===== config.mk =====
export PLATFORM = sky130hd
export DESIGN_NAME = postfix_bitwise_word_evaluator_flat
export DESIGN_NICKNAME = d
export VERILOG_FILES = /design/src/sv/pbwe_pkg.sv /design/src/sv/pbwe_ifs.sv /design/src/sv/postfix_bitwise_word_evaluator.sv /design/src/sv/pbwe_stack_mem.sv /design/src/sv/pbwe_exec.sv /design/src/flat_wrapper.sv
export SDC_FILE = /design/constraint.sdc
export NUM_CORES = 1
export LEC_CHECK = 0
export ABC_AREA = 1
export BUFFER_PORTS_ARGS = -buffer_cell sky130_fd_sc_hd__buf_4
export CAP_MARGIN = 20
export CORE_ASPECT_RATIO = 1.2
export CORE_MARGIN = 4
export CORE_UTILIZATION = 54
export CTS_BUF_LIST = sky130_fd_sc_hd__clkbuf_8
export CTS_CLUSTER_DIAMETER = 60
export DETAILED_ROUTE_END_ITERATION = 10
export GPL_TIMING_DRIVEN = 0
export PLACE_DENSITY = 0.7
export RECOVER_POWER = 50
export SLEW_MARGIN = 20
export SYNTH_ARGS = -nofsm -noshare
export SYNTH_HDL_FRONTEND = slang
export SYNTH_SLANG_ARGS = --single-unit

===== constraint.sdc =====
create_clock -name clock -period 4.6 [get_ports clock]
set_input_delay 0.23 -clock clock [delete_from_list [all_inputs] [get_ports clock]]
set_output_delay 0.23 -clock clock [all_outputs]
set_load 0.01 [all_outputs]

===== src/sv/pbwe_pkg.sv =====
`timescale 1ns / 1ps
// Package for the postfix bitwise word evaluator: token and error codes,
// register indexes, fixed field widths and the configuration struct.
// No dependencies.
package pbwe_pkg;

   localparam int WORD_BITS_DEF   = 32;
   localparam int STACK_DEPTH_DEF = 16;
   localparam int MAX_WORDS       = 1024;
   localparam int MAX_LAYERS      = 16;

   localparam int ACTION_W = 4;
   localparam int LAYER_W  = 4;
   localparam int LCOUNT_W = 5;
   localparam int WIDX_W   = 10;
   localparam int ERR_W    = 3;
   localparam int CSR_IDX_W  = 2;
   localparam int CSR_DATA_W = 10;

   typedef enum logic [ACTION_W-1:0] {
      ACT_AND    = 4'd0,
      ACT_OR     = 4'd1,
      ACT_XOR    = 4'd2,
      ACT_NOT    = 4'd3,
      ACT_CUR    = 4'd4,
      ACT_SHIP   = 4'd5,
      ACT_PLANET = 4'd6,
      ACT_ZERO   = 4'd7,
      ACT_ONES   = 4'd8,
      ACT_LAYER  = 4'd9
   } action_type;

   typedef enum logic [ERR_W-1:0] {
      ERR_NONE  = 3'd0,
      ERR_UNDER = 3'd1,
      ERR_LAYER = 3'd2,
      ERR_DEPTH = 3'd3,
      ERR_OVER  = 3'd4
   } error_type;

   localparam logic [CSR_IDX_W-1:0] CSR_IS_PLANET   = 2'd0;
   localparam logic [CSR_IDX_W-1:0] CSR_LAYER_COUNT = 2'd1;
   localparam logic [CSR_IDX_W-1:0] CSR_LAST_WORD   = 2'd2;

   typedef struct packed {
      logic                is_planet;
      logic [LCOUNT_W-1:0] layer_count;
      logic [WIDX_W-1:0]   last_word_index;
   } cfg_type;

endpackage


===== src/sv/pbwe_ifs.sv =====
`timescale 1ns / 1ps
// Channel interfaces of the evaluator: token input, result output and
// register write. Depends on pbwe_pkg.
interface pbwe_req_if import pbwe_pkg::*; #(parameter int WORD_BITS = WORD_BITS_DEF) ();
   logic                 valid;
   logic                 ready;
   logic [ACTION_W-1:0]  action;
   logic [LAYER_W-1:0]   layer_number;
   logic [WORD_BITS-1:0] operand_word;
   logic                 last_token;

   modport source (output valid, action, layer_number, operand_word, last_token,
                   input ready);
   modport sink   (input valid, action, layer_number, operand_word, last_token,
                   output ready);
endinterface

interface pbwe_rsp_if import pbwe_pkg::*; #(parameter int WORD_BITS = WORD_BITS_DEF) ();
   logic                 valid;
   logic                 ready;
   logic [WORD_BITS-1:0] result_word;
   logic [ERR_W-1:0]     error_code;
   logic [WIDX_W-1:0]    word_index;
   logic                 last_word;

   modport source (output valid, result_word, error_code, word_index, last_word,
                   input ready);
   modport sink   (input valid, result_word, error_code, word_index, last_word,
                   output ready);
endinterface

interface pbwe_csr_if import pbwe_pkg::*; ();
   logic                  valid;
   logic                  ready;
   logic [CSR_IDX_W-1:0]  index;
   logic [CSR_DATA_W-1:0] data;

   modport source (output valid, index, data, input ready);
   modport sink   (input valid, index, data, output ready);
endinterface


===== src/sv/postfix_bitwise_word_evaluator.sv =====
`timescale 1ns / 1ps
// Postfix bitwise word evaluator, top level: configuration registers,
// token execution and the stack memory. Depends on pbwe_pkg, pbwe_ifs,
// pbwe_exec and pbwe_stack_mem.
//
// Usage:
//  - req_chan carries one program token per transaction; the feeder repeats
//    the program for every word index and marks its final token.
//  - rsp_chan gives one transaction per final token: result word, error
//    code, word index and a flag for the final word of the run.
//  - csr_chan writes is_planet, layer_count and last_word_index; it is
//    always ready. Write only while no token is outstanding.
//  - Throughput is one token per cycle while rsp_chan does not stall.
//    A final token's result shows on rsp_chan the cycle after acceptance.
//  - The top of stack lives in a register; the entry below it is
//    prefetched from the stack memory every cycle, so the registered
//    memory read is hidden and a push forwards its spill.
//  - When the receiver stalls, the result register holds its transaction
//    and req_chan stalls for as long as that transaction waits.
//  - Reset empties the stack, clears the sticky error, the word counter
//    and the configuration registers; the stack memory needs no clearing.
module postfix_bitwise_word_evaluator import pbwe_pkg::*; #(
   parameter int WORD_BITS   = WORD_BITS_DEF,
   parameter int STACK_DEPTH = STACK_DEPTH_DEF
) (
   input  logic        clock,
   input  logic        reset,
   pbwe_req_if.sink    req_chan,
   pbwe_rsp_if.source  rsp_chan,
   pbwe_csr_if.sink    csr_chan
);

   localparam int AW = $clog2(STACK_DEPTH);

   cfg_type              cfg_ff;
   logic                 wr_en;
   logic [AW-1:0]        wr_addr;
   logic [AW-1:0]        rd_addr;
   logic [WORD_BITS-1:0] wr_data;
   logic [WORD_BITS-1:0] nos_word;

   // register writes always complete; unknown indexes drop
   assign csr_chan.ready = 1'b1;

   always_ff @(posedge clock) begin
      if (reset) begin
         cfg_ff <= '0;
      end else if (csr_chan.valid) begin
         case (csr_chan.index)
            CSR_IS_PLANET:   cfg_ff.is_planet       <= csr_chan.data[0];
            CSR_LAYER_COUNT: cfg_ff.layer_count     <= csr_chan.data[LCOUNT_W-1:0];
            CSR_LAST_WORD:   cfg_ff.last_word_index <= csr_chan.data[WIDX_W-1:0];
            default: begin
            end
         endcase
      end
   end

   pbwe_exec #(
      .WORD_BITS   (WORD_BITS),
      .STACK_DEPTH (STACK_DEPTH)
   ) u_exec (
      .clock    (clock),
      .reset    (reset),
      .cfg      (cfg_ff),
      .req      (req_chan),
      .rsp      (rsp_chan),
      .wr_en    (wr_en),
      .wr_addr  (wr_addr),
      .wr_data  (wr_data),
      .rd_addr  (rd_addr),
      .nos_word (nos_word)
   );

   pbwe_stack_mem #(
      .WORD_BITS   (WORD_BITS),
      .STACK_DEPTH (STACK_DEPTH)
   ) u_stack_mem (
      .clock   (clock),
      .reset   (reset),
      .wr_en   (wr_en),
      .wr_addr (wr_addr),
      .wr_data (wr_data),
      .rd_addr (rd_addr),
      .rd_data (nos_word)
   );

endmodule


===== src/sv/pbwe_stack_mem.sv =====
`timescale 1ns / 1ps
// Word stack memory: one write port, one registered read port, with
// write-to-read forwarding. Depends on pbwe_pkg.
module pbwe_stack_mem import pbwe_pkg::*; #(
   parameter int WORD_BITS   = WORD_BITS_DEF,
   parameter int STACK_DEPTH = STACK_DEPTH_DEF,
   localparam int AW         = $clog2(STACK_DEPTH)
) (
   input  logic                 clock,
   input  logic                 reset,
   input  logic                 wr_en,
   input  logic [AW-1:0]        wr_addr,
   input  logic [WORD_BITS-1:0] wr_data,
   input  logic [AW-1:0]        rd_addr,
   output logic [WORD_BITS-1:0] rd_data
);

   logic [WORD_BITS-1:0] ram [STACK_DEPTH];
   logic [WORD_BITS-1:0] ram_q_ff;
   logic [WORD_BITS-1:0] fwd_data_ff;
   logic                 fwd_ff;
   logic                 fwd_in;

   assign fwd_in = wr_en && (wr_addr == rd_addr);

   always_ff @(posedge clock) begin
      if (wr_en) begin
         ram[wr_addr] <= wr_data;
      end
      ram_q_ff    <= ram[rd_addr];
      fwd_data_ff <= wr_data;
   end

   always_ff @(posedge clock) begin
      if (reset) begin
         fwd_ff <= 1'b0;
      end else begin
         fwd_ff <= fwd_in;
      end
   end

   // same-cycle write to the entry being read wins
   assign rd_data = fwd_ff ? fwd_data_ff : ram_q_ff;

endmodule


===== src/sv/pbwe_exec.sv =====
`timescale 1ns / 1ps
// Token execution: top-of-stack register, stack pointer, sticky error,
// word counter and the result register. Depends on pbwe_pkg and pbwe_ifs.
module pbwe_exec import pbwe_pkg::*; #(
   parameter int WORD_BITS   = WORD_BITS_DEF,
   parameter int STACK_DEPTH = STACK_DEPTH_DEF,
   localparam int AW         = $clog2(STACK_DEPTH),
   localparam int SPW        = $clog2(STACK_DEPTH + 1)
) (
   input  logic                 clock,
   input  logic                 reset,
   input  cfg_type              cfg,
   pbwe_req_if.sink             req,
   pbwe_rsp_if.source           rsp,
   output logic                 wr_en,
   output logic [AW-1:0]        wr_addr,
   output logic [WORD_BITS-1:0] wr_data,
   output logic [AW-1:0]        rd_addr,
   input  logic [WORD_BITS-1:0] nos_word
);

   logic [WORD_BITS-1:0] tos_ff, tos_in, tos_nx, push_val;
   logic [SPW-1:0]       sp_ff, sp_in, sp_nx, sp_rd;
   error_type            err_ff, err_in, err_tok, err_all, err_fin;
   logic [WIDX_W-1:0]    cnt_ff, cnt_in, final_index;
   logic                 final_word, accept, do_push;
   logic [LCOUNT_W-1:0]  layer_avail;

   logic                 rsp_valid_ff, rsp_valid_in;
   logic [WORD_BITS-1:0] rsp_word_ff;
   error_type            rsp_err_ff;
   logic [WIDX_W-1:0]    rsp_idx_ff;
   logic                 rsp_last_ff;

   assign req.ready = !rsp_valid_ff || rsp.ready;
   assign accept    = req.valid && req.ready;

   assign layer_avail = (cfg.layer_count < LCOUNT_W'(MAX_LAYERS)) ?
                        cfg.layer_count : LCOUNT_W'(MAX_LAYERS);
   assign final_index = (cfg.last_word_index < WIDX_W'(MAX_WORDS - 1)) ?
                        cfg.last_word_index : WIDX_W'(MAX_WORDS - 1);
   assign final_word  = cnt_ff >= final_index;

   // decode one token against the current stack top
   always_comb begin
      tos_nx   = tos_ff;
      sp_nx    = sp_ff;
      err_tok  = ERR_NONE;
      do_push  = 1'b0;
      push_val = '0;
      if (err_ff == ERR_NONE) begin
         case (action_type'(req.action))
            ACT_AND, ACT_OR, ACT_XOR: begin
               if (sp_ff < SPW'(2)) begin
                  err_tok = ERR_UNDER;
               end else begin
                  sp_nx = sp_ff - SPW'(1);
                  if (action_type'(req.action) == ACT_AND) begin
                     tos_nx = nos_word & tos_ff;
                  end else if (action_type'(req.action) == ACT_OR) begin
                     tos_nx = nos_word | tos_ff;
                  end else begin
                     tos_nx = nos_word ^ tos_ff;
                  end
               end
            end
            ACT_NOT: begin
               if (sp_ff == '0) begin
                  err_tok = ERR_UNDER;
               end else begin
                  tos_nx = ~tos_ff;
               end
            end
            ACT_CUR: begin
               do_push  = 1'b1;
               push_val = req.operand_word;
            end
            ACT_SHIP: begin
               do_push  = 1'b1;
               push_val = cfg.is_planet ? '0 : '1;
            end
            ACT_PLANET: begin
               do_push  = 1'b1;
               push_val = cfg.is_planet ? '1 : '0;
            end
            ACT_ZERO: begin
               do_push  = 1'b1;
               push_val = '0;
            end
            ACT_ONES: begin
               do_push  = 1'b1;
               push_val = '1;
            end
            ACT_LAYER: begin
               if ({1'b0, req.layer_number} < layer_avail) begin
                  do_push  = 1'b1;
                  push_val = req.operand_word;
               end else begin
                  err_tok = ERR_LAYER;
               end
            end
            default: begin
               err_tok = ERR_LAYER;
            end
         endcase
         if (do_push) begin
            if (sp_ff >= SPW'(STACK_DEPTH)) begin
               err_tok = ERR_OVER;
               do_push = 1'b0;
            end else begin
               tos_nx = push_val;
               sp_nx  = sp_ff + SPW'(1);
            end
         end
      end
   end

   // spill the old top into memory on a push
   assign wr_en   = accept && do_push && (sp_ff != '0);
   assign wr_addr = AW'(sp_ff - SPW'(1));
   assign wr_data = tos_ff;

   assign err_all = (err_ff != ERR_NONE) ? err_ff : err_tok;
   assign err_fin = (err_all == ERR_NONE && sp_nx != SPW'(1)) ? ERR_DEPTH : err_all;

   always_comb begin
      tos_in       = tos_ff;
      sp_in        = sp_ff;
      err_in       = err_ff;
      cnt_in       = cnt_ff;
      rsp_valid_in = rsp_valid_ff && !rsp.ready;
      if (accept) begin
         tos_in = tos_nx;
         sp_in  = sp_nx;
         err_in = err_all;
         if (req.last_token) begin
            sp_in        = '0;
            rsp_valid_in = 1'b1;
            err_in       = final_word ? ERR_NONE : err_fin;
            cnt_in       = final_word ? '0 : cnt_ff + WIDX_W'(1);
         end
      end
   end

   // prefetch the entry under the next top
   assign sp_rd   = sp_in - SPW'(2);
   assign rd_addr = sp_rd[AW-1:0];

   always_ff @(posedge clock) begin
      if (reset) begin
         sp_ff        <= '0;
         err_ff       <= ERR_NONE;
         cnt_ff       <= '0;
         rsp_valid_ff <= 1'b0;
      end else begin
         sp_ff        <= sp_in;
         err_ff       <= err_in;
         cnt_ff       <= cnt_in;
         rsp_valid_ff <= rsp_valid_in;
      end
   end

   always_ff @(posedge clock) begin
      tos_ff <= tos_in;
      if (accept && req.last_token) begin
         rsp_word_ff <= (err_fin == ERR_NONE) ? tos_nx : '0;
         rsp_err_ff  <= err_fin;
         rsp_idx_ff  <= cnt_ff;
         rsp_last_ff <= final_word;
      end
   end

   assign rsp.valid       = rsp_valid_ff;
   assign rsp.result_word = rsp_word_ff;
   assign rsp.error_code  = rsp_err_ff;
   assign rsp.word_index  = rsp_idx_ff;
   assign rsp.last_word   = rsp_last_ff;

endmodule

===== src/flat_wrapper.sv =====
// flat-port wrapper written by rule: the top's interface ports become plain ports
module postfix_bitwise_word_evaluator_flat import pbwe_pkg::*;
#(
   parameter int WORD_BITS   = WORD_BITS_DEF,
   parameter int STACK_DEPTH = STACK_DEPTH_DEF
)
  (clock, reset, req_chan_valid, req_chan_action, req_chan_layer_number, req_chan_operand_word, req_chan_last_token, req_chan_ready, rsp_chan_valid, rsp_chan_result_word, rsp_chan_error_code, rsp_chan_word_index, rsp_chan_last_word, rsp_chan_ready, csr_chan_valid, csr_chan_index, csr_chan_data, csr_chan_ready);
  pbwe_req_if #(.WORD_BITS(WORD_BITS)) req_chan_i ();
  pbwe_rsp_if #(.WORD_BITS(WORD_BITS)) rsp_chan_i ();
  pbwe_csr_if csr_chan_i ();
  input  logic clock;
  input  logic reset;
  input wire logic [$bits(req_chan_i.valid)-1:0] req_chan_valid;
  input wire logic [$bits(req_chan_i.action)-1:0] req_chan_action;
  input wire logic [$bits(req_chan_i.layer_number)-1:0] req_chan_layer_number;
  input wire logic [$bits(req_chan_i.operand_word)-1:0] req_chan_operand_word;
  input wire logic [$bits(req_chan_i.last_token)-1:0] req_chan_last_token;
  output wire logic [$bits(req_chan_i.ready)-1:0] req_chan_ready;
  output wire logic [$bits(rsp_chan_i.valid)-1:0] rsp_chan_valid;
  output wire logic [$bits(rsp_chan_i.result_word)-1:0] rsp_chan_result_word;
  output wire logic [$bits(rsp_chan_i.error_code)-1:0] rsp_chan_error_code;
  output wire logic [$bits(rsp_chan_i.word_index)-1:0] rsp_chan_word_index;
  output wire logic [$bits(rsp_chan_i.last_word)-1:0] rsp_chan_last_word;
  input wire logic [$bits(rsp_chan_i.ready)-1:0] rsp_chan_ready;
  input wire logic [$bits(csr_chan_i.valid)-1:0] csr_chan_valid;
  input wire logic [$bits(csr_chan_i.index)-1:0] csr_chan_index;
  input wire logic [$bits(csr_chan_i.data)-1:0] csr_chan_data;
  output wire logic [$bits(csr_chan_i.ready)-1:0] csr_chan_ready;
  assign req_chan_i.valid = req_chan_valid;
  assign req_chan_i.action = req_chan_action;
  assign req_chan_i.layer_number = req_chan_layer_number;
  assign req_chan_i.operand_word = req_chan_operand_word;
  assign req_chan_i.last_token = req_chan_last_token;
  assign req_chan_ready = req_chan_i.ready;
  assign rsp_chan_valid = rsp_chan_i.valid;
  assign rsp_chan_result_word = rsp_chan_i.result_word;
  assign rsp_chan_error_code = rsp_chan_i.error_code;
  assign rsp_chan_word_index = rsp_chan_i.word_index;
  assign rsp_chan_last_word = rsp_chan_i.last_word;
  assign rsp_chan_i.ready = rsp_chan_ready;
  assign csr_chan_i.valid = csr_chan_valid;
  assign csr_chan_i.index = csr_chan_index;
  assign csr_chan_i.data = csr_chan_data;
  assign csr_chan_ready = csr_chan_i.ready;
  postfix_bitwise_word_evaluator #(.WORD_BITS(WORD_BITS), .STACK_DEPTH(STACK_DEPTH)) u_core (.clock(clock), .reset(reset), .req_chan(req_chan_i), .rsp_chan(rsp_chan_i), .csr_chan(csr_chan_i));
endmodule

==> summary.md, run 1 <==
| Metric | Value |
|---|---|
| Tmin final | 3.750 ns |
| Design area | 0.03744 mm^2 |
| 1st-iter DRT viols | 2,426 |
| Final WL | 91,680 um |
| Global Route Usage Sum | 0.2827 |
| Achievable Freq | 266.7 MHz |
| CP max FO | 10 |
| Pwr per Cell Area | 411.7 mW/mm^2 |
| VDD IR max | 0.0003167 V |
| Clk_lat worst skew | 0.72 ns |
| Most used cell, CP | nand2_1 |
| Leak | 16.42 nW |
| Sink Count | 690 |
| CP Class | register to register |
| Pin count of the biggest net entering global routing | 29 |
| Core box area | 0.05996 mm^2 |
| CTS tree | yes |
| Nets | 3,840 |
| Clock skew | 0.04721 ns |
| CTS Buf Count | 104 |
| Sequential Power Share | 0.505 |
| Area Growth Syn to Fin | 14.01% |
| DR vias | 24,540 |
| First-pass GRT wire length | 139,600 um |
| Relative slew slack | 0.3225 |
| PortBufs | 104 |
| CP Buf/Inv Count | 4 |
| CTS root buffer | clkbuf_8 |
| CP max stage delay | 0.57 ns |
| Seq/Total Area, Yosys | 0.6004 |
| Final setup vio count | 0 |
| Fin. max-slew vios | 0 |
| Final period utilization | 0.8152 |
| Post-cts resize count | 0 |
| DP Worst Slack | 1.052 ns |
| # rows | 98 |
| Syn nets | 3,579 |
| I/O Pins | 107 |
| RSZ-0062 raised after global routing | false |
| Main flop type after synthesis | edfxtp_1 |
| Worst-case clock buffer depth | 3 |
| Slowest-stage cell, CP | dfxtp_1 |
| DP HPWL | 65,710 um |
| Final Hold Violating Endpoints | 0 |
| Critical Path Start Type | register |
| Power share of the clock group | 0.330 |
| Switching share of power | 0.2993 |
| Netlist Area Pre-Place | 0.03284 mm^2 |
| Detail Route met3 WL | 6754 um |
| Slew @ Worst Pin | 1.016 ns |
| Clk pin slew, worst setup/hold paths | 0.07 ns |
| DR WL/cell | 20.00 um |
| Grt ovf | 0 |
| Synth warnings | 0 |
| Critical Path AT | 4.36 ns |
| Async SR Flop Fraction | 0 |
| Post-DP Area | 0.03523 mm^2 |
| Via/cell ratio | 5.354 |
| Setup crit end kind | register |
| Critical Path RT | 5.21 ns |
| Synthesized area per cell | 9.556 um^2 |
| RD Place Congestion | 0.9339 |
| Final ANT Viol Nets | 0 |
| Routed met2 length | 45,860 um |
| H-tree levels | 3 |
| Initial Utilization | 0.5478 |
| Hold WC Path Type | primary input to register |
| Vias in the first global route | 24,390 |
| Register bit total from synthesis | 690 |
| Final worst slack | 0.8499 ns |
| Post-synth cell types | 41 |
| Die Ht | 278.2 um |
| Combinational power share | 0.165 |
| Post CTS Setup Buffer Count | 0 |
| Number of enable flip-flop cells after synthesis | 590 |
| Critical path's top delay family | simple AND/OR/NAND/NOR gates |
| Drc violations | 0 |
| Crit path cell chain | inv_1 > ha_1 > nand2_1 > nand2_1 > nand3_1 > nand3_1 > nand2_1 > nand2_1 > nand3_1 > nand2_1 > nand2_1 > nand2_1 > nor2_4 > buf_6 > buf_2 > nand3_1 > nand2_1 > inv_1 > nand2_1 > nand2_1 > nand2_1 |
| P_int | 0.01080 W |
| Status | completed |
| Gate count of the mapped netlist | 3,437 |
| Die width | 233.1 um |
| Post-Route M1 WL | 34,170 um |
| Initial antenna violation count | 3 |
| Die area | 0.06485 mm^2 |
| Layout cells sized above 1 | 0.09728 |
| Max layer used | met5 |
| P_sw | 0.004614 W |
| Drt pass-1 iters | 6 |
| Max-cap violation count | 0 |
[worst paths after layout]
check	slack [ns]	startpoint	depth (start not counted)	to
hold / removal	0.05	req_chan_operand_word[5]	5	u_core.u_exec.wr_data[5]
hold reg to reg	0.46	u_core.cfg_ff[9]	2	u_core.cfg_ff[9]
setup / recovery	0.85	u_core.u_exec.sp_ff[0]	21	u_core.u_stack_mem.ram_q_ff[8]
setup reg to reg	0.85	u_core.u_exec.sp_ff[0]	21	u_core.u_stack_mem.ram_q_ff[8]
[kinds of logic after synthesis]
kind of cell               share of synthesized area
adders and majority gates                    0.03200
and+or+nand+nor                               0.2091
buffers and inverters                         0.1050
AOI/OAI and AO/OA                            0.05181
xor gates and xnor gates                    0.001600
DFF                                           0.6004
other                                      0.0001142
[routing by layer]
metal / vias up / GRT usage
met3: 253 / 0.04361
met5: - / 0
met1: 11490 / 0.3378
met4: 2 / 0.1458
met2: 1062 / 0.4930
li1: 11730 / -
[Yosys cell counts, drive strengths merged, types with 8 or more instances]
cell type / count / share of area
nand2: 866 / 0.10
nand3: 406 / 0.063
nor2: 104 / 0.013
o2111ai: 18 / 0.0048
o22ai: 8 / 0.0015
a211oi: 10 / 0.0023
o211ai: 37 / 0.0085
edfxtp: 590 / 0.54
o21ai: 124 / 0.019
a21oi: 65 / 0.0099
nand3b: 131 / 0.030
a22oi: 19 / 0.0043
ha: 84 / 0.032
dfxtp: 100 / 0.061
inv: 659 / 0.075
buf: 108 / 0.021
clkbuf: 76 / 0.0087
[power groups by stage]
stage	sequential [W]	clock [W]	combinational [W]
3_3_place_gp	0.00788	0	0.00240
2_1_floorplan	0.00768	0	0.00164
5_1_grt	0.00783	0.00541	0.00283
4_1_cts	0.00777	0.00512	0.00252
3_5_place_dp	0.00789	0	0.00248
6_report	0.00779	0.00509	0.00254
[through the flow]
step	hold WS, ns	instances	power, W	utilization	TNS (ns)
floorplan	0.3649	3437	0.009313	-	0
global placement	0.4390	4341	0.01029	0.5775	-627.55
detailed placement	0.4414	4360	0.01037	0.5876	0
CTS	0.0002233	4583	0.01541	0.6276	0
global route	0.05597	4584	0.01607	0.6245	0
finish	0.05131	4584	0.01542	0.6245	0
[flip-flops by register name (all words and copies together), names as in the netlist]
signal,cells
u_core.u_exec.rsp.result_word,32
u_core.u_exec.cnt_ff,10
u_core.u_exec.err_ff,3
u_core.u_exec.rsp.word_index,10
u_core.cfg_ff,16
u_core.u_stack_mem.ram,512
u_core.u_stack_mem.fwd_data_ff,32
u_core.u_exec.rsp.error_code,3
u_core.u_exec.rsp.last_word,1
u_core.u_exec.sp_ff,5
u_core.u_exec.wr_data,32
u_core.u_stack_mem.ram_q_ff,32
u_core.u_exec.rsp.valid,1
u_core.u_stack_mem.fwd_ff,1
[cell type report]
cell class	count	area, um^2
Fill cell	4876	22520
Sequential cell	690	19720
Multi-Input combinational cell	1904	9801
Inverter	659	2474
Clock buffer	112	1541
Timing Repair Buffer	155	1391
Tap cell	800	1001
Buffer	184	975.9
Clock inverter	79	539.3
Antenna cell	1	2.502
[worst register-to-register path, stage by stage (launching register included)]
cell and delay, ns:
dfxtp_1 0.57, inv_1 0.24, ha_1 0.27, nand2_1 0.07, nand2_1 0.19, nand3_1 0.16
nand3_1 0.07, nand2_1 0.08, nand2_1 0.05, nand3_1 0.06, nand2_1 0.07, nand2_1 0.08
nand2_1 0.25, nor2_4 0.44, buf_6 0.27, buf_2 0.26, nand3_1 0.15, nand2_1 0.10
inv_1 0.04, nand2_1 0.05, nand2_1 0.09, nand2_1 0.13
[layout by cell type (no fill, tap or decap), types with 13 or more instances in the layout]
cell / n
nand3b_1: 131
clkinv_1: 24
dfxtp_1: 100
ha_1: 84
o2111ai_1: 18
dlygate4sd3_1: 32
clkbuf_1: 127
nand3_1: 403
a21oi_1: 65
edfxtp_1: 590
nand2_1: 855
nor2_4: 19
buf_6: 20
nor2_1: 81
o21ai_0: 120
buf_16: 13
buf_4: 67
inv_1: 672
buf_2: 69
a22oi_1: 19
clkinv_2: 20
clkbuf_8: 112
o211ai_1: 37
[what timing repair did]
item                                    in CTS  in global routing
hold endpoints to repair                    28                  0
hold buffers                                32                  0
endpoints found under the setup margin       0                  0
No activity file was read; power rests on OpenSTA's default activity.
==> run 2: changes to the inputs <==
PLACE_DENSITY = 0.73   (was 0.7)
clock period = 3.4 ns   (was 4.6 ns; I/O delays follow)
==> run 2 against run 1 <==
Compared with the run above: hold slack got worse by 0.013 ns; largest cell class unchanged; clock power up 23%; non-clock buffer count rose by 45; worst setup slack lost 0.73 ns; cell count increased by 0.79%; via count is 2.1% higher; register-to-register slack got worse by 0.73 ns; die area unchanged; sequential power is 35% higher; critical path type unchanged; power increased by 32%; cell area up 1.3%.
==> summary.md, run 2 (synthesized netlist as in run 1, its figures left out) <==
| Metric | Value |
|---|---|
| CTS Buf Count | 101 |
| Fin. max-slew vios | 0 |
| DP HPWL | 65,540 um |
| RD Place Congestion | 0.9181 |
| Clk_lat worst skew | 0.72 ns |
| Final core utilization | 0.6328 |
| Final period utilization | 0.9636 |
| Most frequent cells in the layout | 853 x nand2_1, 692 x inv_1, 590 x edfxtp_1 |
| DR vias | 25,060 |
| Clk pin slew, worst setup/hold paths | 0.06 ns |
| Layout cells sized above 1 | 0.1013 |
| 1st-iter DRT viols | 2,528 |
| Die Ht | 278.2 um |
| Reg with most FFs | u_core.u_stack_mem.ram |
| Pin count of the biggest net entering global routing | 28 |
| Tmin final | 3.276 ns |
| CTS root buffer | clkbuf_8 |
| Critical Path AT | 3.81 ns |
| Cells after DPL | 4,360 |
| Critical Path Start Type | register |
| Multi-input gate area | 0.009841 mm^2 |
| Pwr per Cell Area | 536.5 mW/mm^2 |
| Final worst slack | 0.1236 ns |
| I/O Pins | 107 |
| CP Class | register to register |
| Grt ovf | 0 |
| Die area | 0.06485 mm^2 |
| Global Route Usage Sum | 0.2844 |
| Leak | 16.69 nW |
| CP max stage delay | 0.31 ns |
| Fillers | 4,662 |
| Die width | 233.1 um |
| First-pass GRT wire length | 139,500 um |
| Setup crit end kind | register |
| Core box area | 0.05996 mm^2 |
| DR WL/cell | 20.60 um |
| Slew @ Worst Pin | 1.040 ns |
| Hold WC Path Type | primary input to register |
| PortBufs | 104 |
| Max-cap violation count | 0 |
| Drc violations | 0 |
| Vias in the first global route | 24,370 |
| CP max FO | 10 |
| Clock skew | 0.03634 ns |
| Most common cell after layout, fill and taps aside | nand2_1 |
| Most used cell, CP | nand2_1 |
| Initial Utilization | 0.5478 |
| Final setup vio count | 0 |
| Final WL | 95,160 um |
| Initial antenna violation count | 5 |
| DP Worst Slack | -0.2757 ns |
| Sink Count | 690 |
| Drt pass-1 iters | 9 |
| Non-Filler Instances | 4,620 |
| VDD IR max | 0.0004453 V |
| Final Hold Violating Endpoints | 0 |
| Number of flip-flops in the largest register | 512 |
| Status | completed |
| Setup tns final | 0 ns |
| Relative slew slack | 0.3066 |
| H-tree levels | 3 |
| Area Growth Syn to Fin | 15.52% |
| Worst-case clock buffer depth | 3 |
| Slowest-stage cell, CP | dfxtp_1 |
| Crit path cell chain | inv_1 > nand2_1 > ha_1 > nand2_1 > nand2_1 > nand2_1 > nand4_4 > nand2_4 > nand3_4 > nand2_2 > nand2_2 > nand3_4 > buf_4 > clkbuf_4 > nand3_1 > nand3_1 > nand2_1 > nand2_1 > nand2_1 > nand2_1 > nand2_1 |
| # rows | 98 |
| Final ANT Viol Nets | 0 |
| Achievable Freq | 305.2 MHz |
| Nets | 3,882 |
| Critical Path RT | 3.94 ns |
| CTS tree | yes |
| Via/cell ratio | 5.424 |
| Register area | 0.01972 mm^2 |
## run 2: cell count changes in the layout (fill, tap and decap cells not counted), sizes merged
| cell | change |
|---|---|
| bufinv | -6 |
| dlygate4sd3 | +16 |
| buf | +7 |
| clkinvlp | -4 |
| clkbuf | +23 |
| clkinv | -20 |
| inv | +20 |
## run 2: final timing paths
kind / startpoint / end / slack [ns] / cells after the start
max: u_core.cfg_ff[14] / u_core.u_stack_mem.ram_q_ff[9] / 0.12 / 21
min reg2reg: u_core.cfg_ff[10] / u_core.cfg_ff[10] / 0.45 / 2
max reg2reg: u_core.cfg_ff[14] / u_core.u_stack_mem.ram_q_ff[9] / 0.12 / 21
min: req_chan_operand_word[6] / u_core.u_exec.wr_data[6] / 0.04 / 5
## run 2: critical path, delay by kind of cell, from the launching register on
family | cells | cell delay, ns
AND/OR/NAND/NOR | 17 | 1.89
buffers and inverters | 3 | 0.61
flip-flops | 1 | 0.31
adder cells (fa/ha/maj) | 1 | 0.30
## run 2: power breakdown
group	switching (W)	internal, W
clock network	0.00315	0.00311
registers	0.000623	0.00992
logic	0.00238	0.00117
## run 2: metrics by stage
| stage | hold slack [ns] | instance area [um^2] | power [W] |
|---|---|---|---|
| CTS | 0.002324 | 37610 | 0.02024 |
| detailed placement | 0.4396 | 35220 | 0.01405 |
| global placement | 0.4357 | 34630 | 0.01392 |
| floorplan | 0.3049 | 32850 | 0.01260 |
| finish | 0.03850 | 37940 | 0.02036 |
| global route | 0.04590 | 37940 | 0.02121 |
## run 2: final cells by class
| cell class | instances | area share |
|---|---|---|
| buffer | 184 | 0.02879 |
| clock inverter | 69 | 0.008310 |
| timing repair buffer | 200 | 0.05108 |
| sequential | 690 | 0.5198 |
| inverter | 659 | 0.06519 |
| clock buffer | 113 | 0.04099 |
| antenna | 1 | 0.00006595 |
| tap | 800 | 0.02638 |
| multi-input combinational | 1904 | 0.2594 |
## run 2: timing repair
action	4_1_cts	5_1_grt
buffers inserted	3	26
hold endpoints to repair	56	0
gates cloned	0	0
hold buffers	48	0
endpoints found under the setup margin	33	431
gates resized for setup	6	65
pin swaps	1	17
## run 2: per-layer routing
metal,vias to the layer above,share of wire,global-route usage
li1,11800,-,-
met1,11730,0.36,0.3381
met2,1253,0.51,0.4949
met3,276,0.085,0.04505
met4,0,0.053,0.1512
met5,-,0,0
